==> config.mk <==
export PLATFORM = sky130hd
export DESIGN_NAME = delaunay_third_point_search_flat
export DESIGN_NICKNAME = d
export VERILOG_FILES = /design/src/rtl/core/dtps_pkg.sv /design/src/rtl/core/dtps_in_if.sv /design/src/rtl/core/dtps_out_if.sv /design/src/rtl/core/dtps_mac.sv /design/src/rtl/core/delaunay_third_point_search.sv /design/src/flat_wrapper.sv
export SDC_FILE = /design/constraint.sdc
export NUM_CORES = 2
export LEC_CHECK = 0
export BUFFER_PORTS_ARGS = -buffer_cell sky130_fd_sc_hd__buf_2
export CORE_ASPECT_RATIO = 0.9
export CORE_MARGIN = 2
export CORE_UTILIZATION = 60
export CTS_CLUSTER_DIAMETER = 120
export CTS_CLUSTER_SIZE = 14
export DETAILED_ROUTE_END_ITERATION = 12
export PLACE_DENSITY = 0.85
export SLEW_MARGIN = 5
export SYNTH_ARGS = -nofsm -noshare
export SYNTH_HDL_FRONTEND = slang
export SYNTH_SLANG_ARGS = --single-unit
==> constraint.sdc <==
create_clock -name clk -period 15.1 [get_ports clk]
set_input_delay 0.755 -clock clk [delete_from_list [all_inputs] [get_ports clk]]
set_output_delay 0.755 -clock clk [all_outputs]
set_load 0.03 [all_outputs]
==> src/rtl/core/dtps_pkg.sv <==
// Package for the third-point search: datapath widths and the control word
// of the shared multiply-accumulate unit. No dependencies.
package dtps_pkg;

  // Field and datapath widths
  localparam int FIELD_W = 15;               // coordinate field on the ports
  localparam int DIFF_W  = 16;               // coordinate difference
  localparam int OPA_W   = 34;               // wide multiplier operand
  localparam int OPB_W   = 17;               // narrow multiplier operand
  localparam int PROD_W  = OPA_W + OPB_W;    // full product
  localparam int ACC_W   = 66;               // accumulator, holds a cross product
  localparam int NUM_W   = 33;               // numerator, signed
  localparam int DEN_W   = 32;               // denominator, always positive
  localparam int HALF_W  = 16;               // split of the denominator
  localparam int PT_W    = 2 * FIELD_W;      // packed x,y entry

  // Accumulator control for the product registered in the previous cycle
  typedef struct packed {
    logic en;    // update the accumulator
    logic load;  // start a new sum with the product
    logic sub;   // subtract instead of add
    logic hi;    // product weighted by 2^HALF_W
  } dtps_acc_ctrl_t;

endpackage

==> src/rtl/core/dtps_in_if.sv <==
// Request channel carrying one candidate point and its edge.
// Depends on dtps_pkg for the field width.
interface dtps_in_if;
  import dtps_pkg::*;

  logic                      valid;
  logic                      ready;
  logic signed [FIELD_W-1:0] edge_start_x;
  logic signed [FIELD_W-1:0] edge_start_y;
  logic signed [FIELD_W-1:0] edge_end_x;
  logic signed [FIELD_W-1:0] edge_end_y;
  logic signed [FIELD_W-1:0] point_x;
  logic signed [FIELD_W-1:0] point_y;
  logic                      final_point;

  modport source (
    output valid, edge_start_x, edge_start_y, edge_end_x, edge_end_y,
           point_x, point_y, final_point,
    input  ready
  );

  modport sink (
    input  valid, edge_start_x, edge_start_y, edge_end_x, edge_end_y,
           point_x, point_y, final_point,
    output ready
  );

endinterface

==> src/rtl/core/dtps_out_if.sv <==
// Result channel carrying one best or tied point of a search.
// Depends on dtps_pkg for the field width.
interface dtps_out_if;
  import dtps_pkg::*;

  logic                      valid;
  logic                      ready;
  logic                      found;
  logic signed [FIELD_W-1:0] cand_x;
  logic signed [FIELD_W-1:0] cand_y;
  logic                      end_of_run;
  logic                      tie_overflow;

  modport source (
    output valid, found, cand_x, cand_y, end_of_run, tie_overflow,
    input  ready
  );

  modport sink (
    input  valid, found, cand_x, cand_y, end_of_run, tie_overflow,
    output ready
  );

endinterface

==> src/rtl/core/dtps_mac.sv <==
// Shared multiply-accumulate unit: one signed multiplier with a registered
// product, followed by a wide accumulator. Depends on dtps_pkg.
module dtps_mac
  import dtps_pkg::*;
(
  input  logic                     clk,
  input  logic signed [OPA_W-1:0]  op_a,
  input  logic signed [OPB_W-1:0]  op_b,
  input  dtps_acc_ctrl_t           ctrl,
  output logic signed [ACC_W-1:0]  acc
);

  logic signed [PROD_W-1:0] prod_r;
  logic signed [ACC_W-1:0]  acc_r;
  logic signed [ACC_W-1:0]  acc_nxt;
  logic signed [ACC_W-1:0]  prod_ext;
  logic signed [ACC_W-1:0]  term;

  // Weight the product, then load, add or subtract
  always_comb begin
    prod_ext = ACC_W'(prod_r);
    term     = ctrl.hi ? (prod_ext <<< HALF_W) : prod_ext;
    if (ctrl.load) begin
      acc_nxt = term;
    end else if (ctrl.sub) begin
      acc_nxt = acc_r - term;
    end else begin
      acc_nxt = acc_r + term;
    end
  end

  // Product register and accumulator
  always_ff @(posedge clk) begin
    prod_r <= op_a * op_b;
    if (ctrl.en) begin
      acc_r <= acc_nxt;
    end
  end

  assign acc = acc_r;

endmodule

==> src/rtl/core/delaunay_third_point_search.sv <==
// Third-point search for growing an edge of a triangulation.
// Input channel in_if: one candidate point per request, tagged with the
// directed edge S->E being grown; final_point marks the last point of a
// search. Points not strictly left of the edge are skipped. Of the rest the
// block keeps those with the largest ratio of numerator (dot product of the
// two side vectors) to denominator (edge cross product), compared exactly by
// cross-multiplication in one shared 34x17 multiplier and accumulator.
// Flow: a request is taken only in idle, so points are searched one at a
// time. A skipped point, or the first qualifying point of a search, ends at
// the decision on the denominator; any other point runs all the steps
// (eight products through the shared multiplier plus the compare).
// After the final point each buffered point is sent as one result, read
// from the tie buffer and held until out_if.ready; an empty search gives a
// single result with found low. The last result carries end_of_run.
// A stalled receiver holds the result register; no new request is taken
// until the last result has gone. Ties beyond TIE_DEPTH are dropped and
// tie_overflow is raised on every result of that search.
// Reset (rst_n low, synchronous) returns to idle with an empty search.
// Depends on dtps_pkg, dtps_in_if, dtps_out_if and dtps_mac.
module delaunay_third_point_search
  import dtps_pkg::*;
#(
  parameter int TIE_DEPTH  = 16,
  parameter int COORD_BITS = 15
) (
  input  logic       clk,
  input  logic       rst_n,
  dtps_in_if.sink    in_if,
  dtps_out_if.source out_if
);

  localparam int CNT_W = $clog2(TIE_DEPTH + 1);
  localparam int IDX_W = (TIE_DEPTH > 1) ? $clog2(TIE_DEPTH) : 1;

  // Sequencer steps within one point
  localparam logic [3:0] S_N0  = 4'd0;  // issue (Px-Ex)*(Sx-Px)
  localparam logic [3:0] S_N1  = 4'd1;  // issue (Py-Ey)*(Sy-Py)
  localparam logic [3:0] S_D0  = 4'd2;  // issue (Ex-Sx)*(Py-Sy)
  localparam logic [3:0] S_D1  = 4'd3;  // issue (Ey-Sy)*(Px-Sx), capture N
  localparam logic [3:0] S_L0  = 4'd4;  // issue N*best_denom low half
  localparam logic [3:0] S_DEC = 4'd5;  // D ready: skip or first best
  localparam logic [3:0] S_R0  = 4'd6;  // issue best_numer*D low half
  localparam logic [3:0] S_R1  = 4'd7;  // capture left side of compare
  localparam logic [3:0] S_ACC = 4'd8;  // last accumulate
  localparam logic [3:0] S_CMP = 4'd9;  // compare and update

  typedef enum logic [1:0] {
    ST_IDLE,
    ST_RUN,
    ST_FETCH,
    ST_SHOW
  } state_t;

  state_t                    state_r;
  logic [3:0]                step_r;
  logic                      final_r;
  logic signed [DIFF_W-1:0]  px_r, py_r;
  logic signed [DIFF_W-1:0]  d_pe_x_r, d_sp_x_r, d_pe_y_r, d_sp_y_r;
  logic signed [DIFF_W-1:0]  d_es_x_r, d_ps_y_r, d_es_y_r, d_ps_x_r;
  logic signed [NUM_W-1:0]   n_r;
  logic [DEN_W-1:0]          d_r;
  logic signed [ACC_W-1:0]   lhs_r;
  logic signed [NUM_W-1:0]   best_numer_r;
  logic [DEN_W-1:0]          best_denom_r;
  logic                      have_best_r;
  logic [CNT_W-1:0]          tie_count_r;
  logic                      ovf_r;
  logic [IDX_W-1:0]          rd_idx_r;
  logic                      found_r;
  logic                      eor_r;
  logic                      tovf_r;
  logic [PT_W-1:0]           rd_data_r;

  logic [PT_W-1:0]           tie_mem [TIE_DEPTH];

  logic signed [DIFF_W-1:0]  sx, sy, ex, ey, px, py;
  logic signed [OPA_W-1:0]   op_a;
  logic signed [OPB_W-1:0]   op_b;
  dtps_acc_ctrl_t            acc_ctrl;
  logic signed [ACC_W-1:0]   acc;
  logic                      take_best;
  logic                      take_tie;
  logic                      finish;
  logic                      buf_full;
  logic                      mem_we;
  logic [IDX_W-1:0]          mem_addr;
  logic [DEN_W-1:0]          new_denom;
  logic                      last_res;

  // Coordinates read from their low COORD_BITS bits, sign-extended
  assign sx = DIFF_W'($signed(in_if.edge_start_x[COORD_BITS-1:0]));
  assign sy = DIFF_W'($signed(in_if.edge_start_y[COORD_BITS-1:0]));
  assign ex = DIFF_W'($signed(in_if.edge_end_x[COORD_BITS-1:0]));
  assign ey = DIFF_W'($signed(in_if.edge_end_y[COORD_BITS-1:0]));
  assign px = DIFF_W'($signed(in_if.point_x[COORD_BITS-1:0]));
  assign py = DIFF_W'($signed(in_if.point_y[COORD_BITS-1:0]));

  // Operand selection for the shared multiplier
  always_comb begin
    op_a = '0;
    op_b = '0;
    case (step_r)
      S_N0: begin
        op_a = OPA_W'(d_pe_x_r);
        op_b = OPB_W'(d_sp_x_r);
      end
      S_N1: begin
        op_a = OPA_W'(d_pe_y_r);
        op_b = OPB_W'(d_sp_y_r);
      end
      S_D0: begin
        op_a = OPA_W'(d_es_x_r);
        op_b = OPB_W'(d_ps_y_r);
      end
      S_D1: begin
        op_a = OPA_W'(d_es_y_r);
        op_b = OPB_W'(d_ps_x_r);
      end
      S_L0: begin
        op_a = OPA_W'(n_r);
        op_b = {1'b0, best_denom_r[HALF_W-1:0]};
      end
      S_DEC: begin
        op_a = OPA_W'(n_r);
        op_b = {1'b0, best_denom_r[DEN_W-1:HALF_W]};
      end
      S_R0: begin
        op_a = OPA_W'(best_numer_r);
        op_b = {1'b0, d_r[HALF_W-1:0]};
      end
      S_R1: begin
        op_a = OPA_W'(best_numer_r);
        op_b = {1'b0, d_r[DEN_W-1:HALF_W]};
      end
      default: begin
        op_a = '0;
        op_b = '0;
      end
    endcase
  end

  // Accumulator control, one step behind the operands
  always_comb begin
    acc_ctrl = '0;
    if (state_r == ST_RUN) begin
      case (step_r)
        S_N1:    acc_ctrl = '{en: 1'b1, load: 1'b1, sub: 1'b0, hi: 1'b0};
        S_D0:    acc_ctrl = '{en: 1'b1, load: 1'b0, sub: 1'b0, hi: 1'b0};
        S_D1:    acc_ctrl = '{en: 1'b1, load: 1'b1, sub: 1'b0, hi: 1'b0};
        S_L0:    acc_ctrl = '{en: 1'b1, load: 1'b0, sub: 1'b1, hi: 1'b0};
        S_DEC:   acc_ctrl = '{en: 1'b1, load: 1'b1, sub: 1'b0, hi: 1'b0};
        S_R0:    acc_ctrl = '{en: 1'b1, load: 1'b0, sub: 1'b0, hi: 1'b1};
        S_R1:    acc_ctrl = '{en: 1'b1, load: 1'b1, sub: 1'b0, hi: 1'b0};
        S_ACC:   acc_ctrl = '{en: 1'b1, load: 1'b0, sub: 1'b0, hi: 1'b1};
        default: acc_ctrl = '0;
      endcase
    end
  end

  dtps_mac u_mac (
    .clk  (clk),
    .op_a (op_a),
    .op_b (op_b),
    .ctrl (acc_ctrl),
    .acc  (acc)
  );

  // Decisions: skip, new best or tie
  always_comb begin
    take_best = 1'b0;
    take_tie  = 1'b0;
    finish    = 1'b0;
    new_denom = d_r;
    if (state_r == ST_RUN) begin
      if (step_r == S_DEC) begin
        new_denom = acc[DEN_W-1:0];
        if (!(acc > 0)) begin
          finish = 1'b1;
        end else if (!have_best_r) begin
          take_best = 1'b1;
          finish    = 1'b1;
        end
      end else if (step_r == S_CMP) begin
        finish = 1'b1;
        if (lhs_r > acc) begin
          take_best = 1'b1;
        end else if (lhs_r == acc) begin
          take_tie = 1'b1;
        end
      end
    end
  end

  assign buf_full = (tie_count_r >= CNT_W'(TIE_DEPTH));
  assign mem_we   = take_best || (take_tie && !buf_full);
  assign mem_addr = take_best ? '0 : tie_count_r[IDX_W-1:0];
  assign last_res = !have_best_r || ((CNT_W'(rd_idx_r) + 1'b1) == tie_count_r);

  // Tie buffer with registered read
  always_ff @(posedge clk) begin
    if (mem_we) begin
      tie_mem[mem_addr] <= {px_r[FIELD_W-1:0], py_r[FIELD_W-1:0]};
    end
    if (state_r == ST_FETCH) begin
      rd_data_r <= tie_mem[rd_idx_r];
    end
  end

  // Sequencer, search state and result register
  always_ff @(posedge clk) begin
    if (!rst_n) begin
      state_r      <= ST_IDLE;
      step_r       <= S_N0;
      have_best_r  <= 1'b0;
      tie_count_r  <= '0;
      ovf_r        <= 1'b0;
      best_numer_r <= '0;
      best_denom_r <= '0;
      rd_idx_r     <= '0;
      found_r      <= 1'b0;
      eor_r        <= 1'b0;
      tovf_r       <= 1'b0;
    end else begin
      unique case (state_r)
        ST_IDLE: begin
          if (in_if.valid) begin
            px_r     <= px;
            py_r     <= py;
            final_r  <= in_if.final_point;
            d_pe_x_r <= px - ex;
            d_sp_x_r <= sx - px;
            d_pe_y_r <= py - ey;
            d_sp_y_r <= sy - py;
            d_es_x_r <= ex - sx;
            d_ps_y_r <= py - sy;
            d_es_y_r <= ey - sy;
            d_ps_x_r <= px - sx;
            step_r   <= S_N0;
            state_r  <= ST_RUN;
          end
        end
        ST_RUN: begin
          step_r <= step_r + 4'd1;
          if (step_r == S_D1) begin
            n_r <= acc[NUM_W-1:0];
          end
          if (step_r == S_DEC) begin
            d_r <= acc[DEN_W-1:0];
          end
          if (step_r == S_R1) begin
            lhs_r <= acc;
          end
          if (take_best) begin
            have_best_r  <= 1'b1;
            best_numer_r <= n_r;
            best_denom_r <= new_denom;
            tie_count_r  <= CNT_W'(1);
            ovf_r        <= 1'b0;
          end else if (take_tie) begin
            if (buf_full) begin
              ovf_r <= 1'b1;
            end else begin
              tie_count_r <= tie_count_r + 1'b1;
            end
          end
          if (finish) begin
            rd_idx_r <= '0;
            state_r  <= final_r ? ST_FETCH : ST_IDLE;
          end
        end
        ST_FETCH: begin
          found_r <= have_best_r;
          eor_r   <= last_res;
          tovf_r  <= have_best_r && ovf_r;
          state_r <= ST_SHOW;
        end
        ST_SHOW: begin
          if (out_if.ready) begin
            if (eor_r) begin
              have_best_r  <= 1'b0;
              tie_count_r  <= '0;
              ovf_r        <= 1'b0;
              best_numer_r <= '0;
              best_denom_r <= '0;
              state_r      <= ST_IDLE;
            end else begin
              rd_idx_r <= rd_idx_r + 1'b1;
              state_r  <= ST_FETCH;
            end
          end
        end
        default: state_r <= ST_IDLE;
      endcase
    end
  end

  // Channel outputs
  assign in_if.ready         = (state_r == ST_IDLE);
  assign out_if.valid        = (state_r == ST_SHOW);
  assign out_if.found        = found_r;
  assign out_if.cand_x       = found_r ? rd_data_r[PT_W-1:FIELD_W] : '0;
  assign out_if.cand_y       = found_r ? rd_data_r[FIELD_W-1:0] : '0;
  assign out_if.end_of_run   = eor_r;
  assign out_if.tie_overflow = tovf_r;

endmodule
==> src/flat_wrapper.sv <==
// flat-port wrapper written by rule: the top's interface ports become plain ports
module delaunay_third_point_search_flat import dtps_pkg::*;
#(
  parameter int TIE_DEPTH  = 16,
  parameter int COORD_BITS = 15
)
  (clk, rst_n, in_if_valid, in_if_edge_start_x, in_if_edge_start_y, in_if_edge_end_x, in_if_edge_end_y, in_if_point_x, in_if_point_y, in_if_final_point, in_if_ready, out_if_valid, out_if_found, out_if_cand_x, out_if_cand_y, out_if_end_of_run, out_if_tie_overflow, out_if_ready);
  dtps_in_if in_if_i ();
  dtps_out_if out_if_i ();
  input  logic clk;
  input  logic rst_n;
  input wire logic [$bits(in_if_i.valid)-1:0] in_if_valid;
  input wire logic [$bits(in_if_i.edge_start_x)-1:0] in_if_edge_start_x;
  input wire logic [$bits(in_if_i.edge_start_y)-1:0] in_if_edge_start_y;
  input wire logic [$bits(in_if_i.edge_end_x)-1:0] in_if_edge_end_x;
  input wire logic [$bits(in_if_i.edge_end_y)-1:0] in_if_edge_end_y;
  input wire logic [$bits(in_if_i.point_x)-1:0] in_if_point_x;
  input wire logic [$bits(in_if_i.point_y)-1:0] in_if_point_y;
  input wire logic [$bits(in_if_i.final_point)-1:0] in_if_final_point;
  output wire logic [$bits(in_if_i.ready)-1:0] in_if_ready;
  output wire logic [$bits(out_if_i.valid)-1:0] out_if_valid;
  output wire logic [$bits(out_if_i.found)-1:0] out_if_found;
  output wire logic [$bits(out_if_i.cand_x)-1:0] out_if_cand_x;
  output wire logic [$bits(out_if_i.cand_y)-1:0] out_if_cand_y;
  output wire logic [$bits(out_if_i.end_of_run)-1:0] out_if_end_of_run;
  output wire logic [$bits(out_if_i.tie_overflow)-1:0] out_if_tie_overflow;
  input wire logic [$bits(out_if_i.ready)-1:0] out_if_ready;
  assign in_if_i.valid = in_if_valid;
  assign in_if_i.edge_start_x = in_if_edge_start_x;
  assign in_if_i.edge_start_y = in_if_edge_start_y;
  assign in_if_i.edge_end_x = in_if_edge_end_x;
  assign in_if_i.edge_end_y = in_if_edge_end_y;
  assign in_if_i.point_x = in_if_point_x;
  assign in_if_i.point_y = in_if_point_y;
  assign in_if_i.final_point = in_if_final_point;
  assign in_if_ready = in_if_i.ready;
  assign out_if_valid = out_if_i.valid;
  assign out_if_found = out_if_i.found;
  assign out_if_cand_x = out_if_i.cand_x;
  assign out_if_cand_y = out_if_i.cand_y;
  assign out_if_end_of_run = out_if_i.end_of_run;
  assign out_if_tie_overflow = out_if_i.tie_overflow;
  assign out_if_i.ready = out_if_ready;
  delaunay_third_point_search #(.TIE_DEPTH(TIE_DEPTH), .COORD_BITS(COORD_BITS)) u_core (.clk(clk), .rst_n(rst_n), .in_if(in_if_i), .out_if(out_if_i));
endmodule
-- Word-level counts from Yosys, hierarchy flattened
Memory sizes are Yosys's and may differ from the RTL's. A register that Yosys moved wholly into a read port is not among the register bits.
Cells that the tools add are included.
- logic and storage cells: 154
- memories: 2
- input bits: 95
- bits in registers: 492
- bits in writable memories: 480
- output and inout bits: 35
- ROM bits: 64
- memories (name ; depth ; width ; rd ports ; clocked after memory_dff ; write ports ; RTL line ; RTL):
    u_core.tie_mem ; 16 ; 30 ; 1 ; 1 ; 1 ; delaunay_third_point_search.sv:74 ; logic [PT_W-1:0] tie_mem [TIE_DEPTH];
    (no name shown) ; 16 ; 4 ; 1 ; 1 ; 0 ; delaunay_third_point_search.sv:146 ; case (step_r)
- reduce and logical (&&, ||, !) cells: 22
- multiply operators: 1
- mux-type cells: 63
- eq/ne operators: 22
- order comparisons: 3
- add/sub/neg operators: 14
- operator list (cell ; count):
    $pmux W34 S6 ; 1
    $mux W66 ; 3
    $pmux W17 S8 ; 1
    $mux W32 ; 4
    $sub A15 B15 Y16 ; 8
    $mux W33 ; 3
    $add A66 B66 Y66 ; 1
    $eq A66 B66 Y1 ; 1
    $gt A66 B1 Y1 const B ; 1
    $gt A66 B66 Y1 ; 1
    $pmux W33 S2 ; 1
    $sub A66 B66 Y66 ; 1
    $pmux W32 S2 ; 1
    $mul A34 B17 Y51 ; 1
    $mux W4 ; 8
    $mux W15 ; 2
    $mux W5 ; 5
    $mux W1 ; 23
    $eq A4 B3 Y1 const B ; 4
    $pmux W4 S2 ; 2
    $reduce_and A3 Y1 ; 4
    $mux W2 ; 5
    $pmux W5 S2 ; 1
    $reduce_and A5 Y1 ; 2
    25 further kinds ; 41

-- Logic depth before layout (Yosys ltp)
- depth after elaboration: 10
- gate-level depth with buffers: 35

-- Cells and area by module
From an unflattened synthesis, not the netlist that was laid out.
- cells, all modules: 6222
- area, all modules: 70375.0 µm²
- modules (own cells, without submodules) (module ; area each (µm²) ; cells each ; times used):
    delaunay_third_point_search ; 40765.3 ; 2851 ; 1
    dtps_mac ; 29609.6 ; 3371 ; 1

-- Worst setup path before layout
OpenSTA, ideal clock, no wires.
- path kind: register -> register
- from: register u_core.step_r[0]
- to: register u_core.u_mac.prod_r[49]
- arrival time: 8.227 ns
- stages on the path, launching flop included: 34
- clock period less this slack: 8.345 ns
- path buffers: 5
- slack: 6.755 ns
- setup time: 0.118 ns
- cells stage by stage: dfxtp_1 -> inv_1 -> ha_1 -> and2_1 -> clkbuf_1 -> or2_2 -> clkbuf_1 -> buf_1 -> clkbuf_1 -> a221oi_1 -> nor2_1 -> fa_1 -> inv_1 -> fa_1 -> fa_1 -> inv_1 -> fa_1 -> fa_1 -> inv_1 -> fa_1 -> inv_1 -> ha_1 -> clkbuf_1 -> a211oi_1 -> nand2_1 -> o2111ai_1 -> a2111oi_0 -> o21ai_0 -> o21ai_0 -> a211o_1 -> a31oi_1 -> o21ai_0 -> a21oi_1 -> xnor2_1
- longest elaborated chain between the ends: 4
- elaborated cells on any way between the ends: 13
- those cells by class: 1 x mul; 7 x eq/ne; 2 x mux; 3 x reduce/logical
- ends and longest elaborated chain (what ; RTL line ; RTL):
    start, declared ; delaunay_third_point_search.sv:55 ; logic [3:0] step_r;
    start signal, assigned ; delaunay_third_point_search.sv:243 ; step_r <= step_r + 4'd1;
    $eq A4 B3 Y1 ; delaunay_third_point_search.sv:102 ; case (step_r)
    $reduce_or A2 Y1 (no line) ; -- ;
    $pmux W34 S6 ; delaunay_third_point_search.sv:102 ;
    $mul A34 B17 Y51 (*) ; dtps_mac.sv:34 ; prod_r <= op_a * op_b;
    end signal, assigned ; dtps_mac.sv:34 ;
    end, declared ; dtps_mac.sv:13 ; logic signed [PROD_W-1:0] prod_r;
Every way passes the cells marked *; elsewhere a longest branch is shown, timed or not.
A chain may end at the register's enable or synchronous reset.

-- Final worst setup path
Same ends and word-level chain as after synthesis.

==> results.cfg <==
[worst_setup_path]
crit_path_max_fanout = 64
crit_start = u_core.step_r[0]
required_ps = 15640
r2r_cells = 31
r2r_slack_ps = 5360
critical-path-slowest-cell = a2111oi_0
cpPeakStageDelay_ps = 830
reg2reg_to = u_core.u_mac.prod_r[49]
crit_top_cell = fa_1
path_class = register to register
worst_setup_path_end_kind = register
cp-start-kind = register
arrival_ps = 10280
reg2reg_from = u_core.step_r[0]

[synth]
ys.flop_type = edfxtp_1
synthXorXnorAreaFrac_pct = 3.24
synth_top_family_by_area = adder cells
synth-async-reset-ratio_pct = 0
synth_seq_cells = 1004
postSynthAreaPerCell_um2 = 11.4
syn_inst = 5953
yosys.cell_count.top_type = edfxtp_1
synthAdderAreaFrac_pct = 23.1
synth-compound-area-share_pct = 10.2
yosysTopAreaCell = edfxtp_1
synth_mux_area_share_pct = 5.63
synth.top_cell.area_share_pct = 38.1
synth.distinct_cells = 84
synth_warnings = 0
ys_seq_area_share_pct = 42.2
synth_edf_count = 864
synthSimpleGateAreaFrac_pct = 9.80
synth_nets = 6974
synth_commonest_cells = 864 x edfxtp_1, 806 x inv_1, 576 x nor2_1
syn_area_um2 = 68100
netlist_top_cells_area = edfxtp_1 38%, fa_1 16%, ha_1 6.9%

[die]
die_w_um = 359
die_y_um = 324
start_util_pct = 60.3
rows = 117
pin_count = 130
core-area_um2 = 113000
dieArea_um2 = 116000

[finish]
finalNetCount = 7038
drive_gt1_share_pct = 8.94
area_growth_pct = 7.27

[global_route]
first_global_vias = 50100
grt_pass1_wl_um = 313000
grt_overflow = 0
antenna_found_initial = 18
grt_use_total_pct = 36.2
grt_max_degree = 77

[placement]
dp_hpwl_um = 146000
gp_congestion = 0.973
port_buffers = 129

[clocking]
postCtsSetupBuffers = 0
clkSinkCount = 1004
numCtsBuffers = 82
cts_tree = built
clk_latency_ps = 720
clk_pin_slew_ps = 70
h-tree-depth = 3
postCtsResizedCells = 0
cts_root_buf = clkbuf_16
cts_hold_buf = 0
clock_path_buffers = 3

[detailed_routing]
vias_per_cell = 6.55
drt_iter0_markers = 7147
drcViolationCount = 1
num_vias = 49500
drt-total-wl_um = 208000
detail-route-antenna-nets = 0
wire_per_inst_um = 27.5
firstDrtPassIters = 12

[sta]
fin_skew_ps = 71.5
rsz0062_at_grt = false
max_freq_mhz = 103
worst_pin_slew_ps = 1280
setup_viol = 0
report.final.slew_viol_count = 0
slew_headroom_pct = 14.4
fin_crit_sh_pct = 64.5
min_period_ps = 9740
fin_tns_setup_ps = 0
hold_violations = 0

[hold_path]
min_path_type = input pin to register
min_path_cells = 1
hp-start = in_if_final_point
hold-path-endpoint = u_core.final_r

[status]
outcome = finished with violations
violations = DRC

[run]
maxCapViolations = 0
==> logic make-up after synthesis <==
| kind of cell | after synthesis |
|---|---|
| buffers and inverters | 1050 |
| DFF | 1004 |
| AOI/OAI and AO/OA | 1051 |
| muxes | 193 |
| adders and majority gates | 926 |
| xor gates and xnor gates | 252 |
| and+or+nand+nor | 1477 |
==> worst max-delay path by stage <==
| stage | to | cells after the start | slack [ps] |
|---|---|---|---|
| after floorplan | u_core.u_mac.prod_r[49] | 33 | 6760 |
| after global placement | u_core.u_mac.prod_r[49] | 30 | 5590 |
| after detailed placement | u_core.u_mac.prod_r[49] | 30 | 5320 |
| after CTS | u_core.u_mac.prod_r[49] | 30 | 5250 |
| after global routing | u_core.u_mac.prod_r[49] | 31 | 4990 |
| final | u_core.u_mac.prod_r[49] | 31 | 5360 |
==> final cells by class <==
cell class / count / area, µm²
diodes: 5 / 12.5
clock buffers: 130 / 2240
clock inverters: 9 / 220
fillers: 8094 / 39800
inverters: 806 / 3030
multi-input cells: 3899 / 35600
flip-flops and latches: 1004 / 28800
well taps: 1487 / 1860
repair buffers: 224 / 1360
==> layout by cell type (no fill, tap or decap), types with 26 or more instances in the layout <==
master,count
a211oi_1,26
a21boi_0,30
a21o_1,98
a21oi_1,273
a221o_1,33
a221oi_1,38
a22o_1,73
a22oi_1,91
a31oi_1,28
and2_1,67
buf_2,130
buf_4,94
clkbuf_1,47
clkbuf_16,82
dfxtp_1,136
edfxtp_1,864
fa_1,550
ha_1,376
inv_1,806
mux2i_1,38
mux4_2,150
nand2_1,444
nand2b_1,48
nand3_1,44
nand4_1,53
nor2_1,563
nor2b_1,54
nor3_1,55
nor4_1,33
o21ai_0,206
o21bai_1,27
xnor2_1,148
xor2_1,104
==> worst max-delay path: cells and delay by family (launching register included) <==
kind,cells,cell delay [ps]
and+or+nand+nor,4,600
buffers and inverters,8,1150
xor gates and xnor gates,1,130
adders and majority gates,8,3590
AOI/OAI and AO/OA,10,3610
DFF,1,460
==> stage by stage <==
step	utilization (%)	setup WS, ps	hold slack, ps	instances	cell area (µm²)
after floorplan	-	6760	443	5953	68100
after CTS	64.7	5250	253	7558	73000
final	64.7	5360	290	7564	73000
after detailed placement	62.5	5320	457	7419	70600
after global routing	64.7	4990	259	7559	73000
after global placement	62.5	5590	456	7419	70600
==> layer usage <==
layer	wire [µm]	share of wire [%]	vias up	GRT usage, %
li1	-	-	20700	-
met1	75500	36	24300	47.3
met2	93800	45	3637	57.0
met3	25600	12	803	8.89
met4	13200	6.4	16	18.5
met5	107	0.051	-	0
==> flip-flops by register name, summed over array words and instances, names as in the netlist, 30 cells and up, named ones only <==
register             cells
u_core.best_denom_r     32
u_core.best_numer_r     33
u_core.d_r              32
u_core.lhs_r            66
u_core.n_r              33
u_core.rd_data_r        30
u_core.tie_mem         480
u_core.u_mac.acc        66
u_core.u_mac.prod_r     51
Power is not shown: default switching activity piles up to over one toggle a cycle in this logic, so the estimate is an artifact.
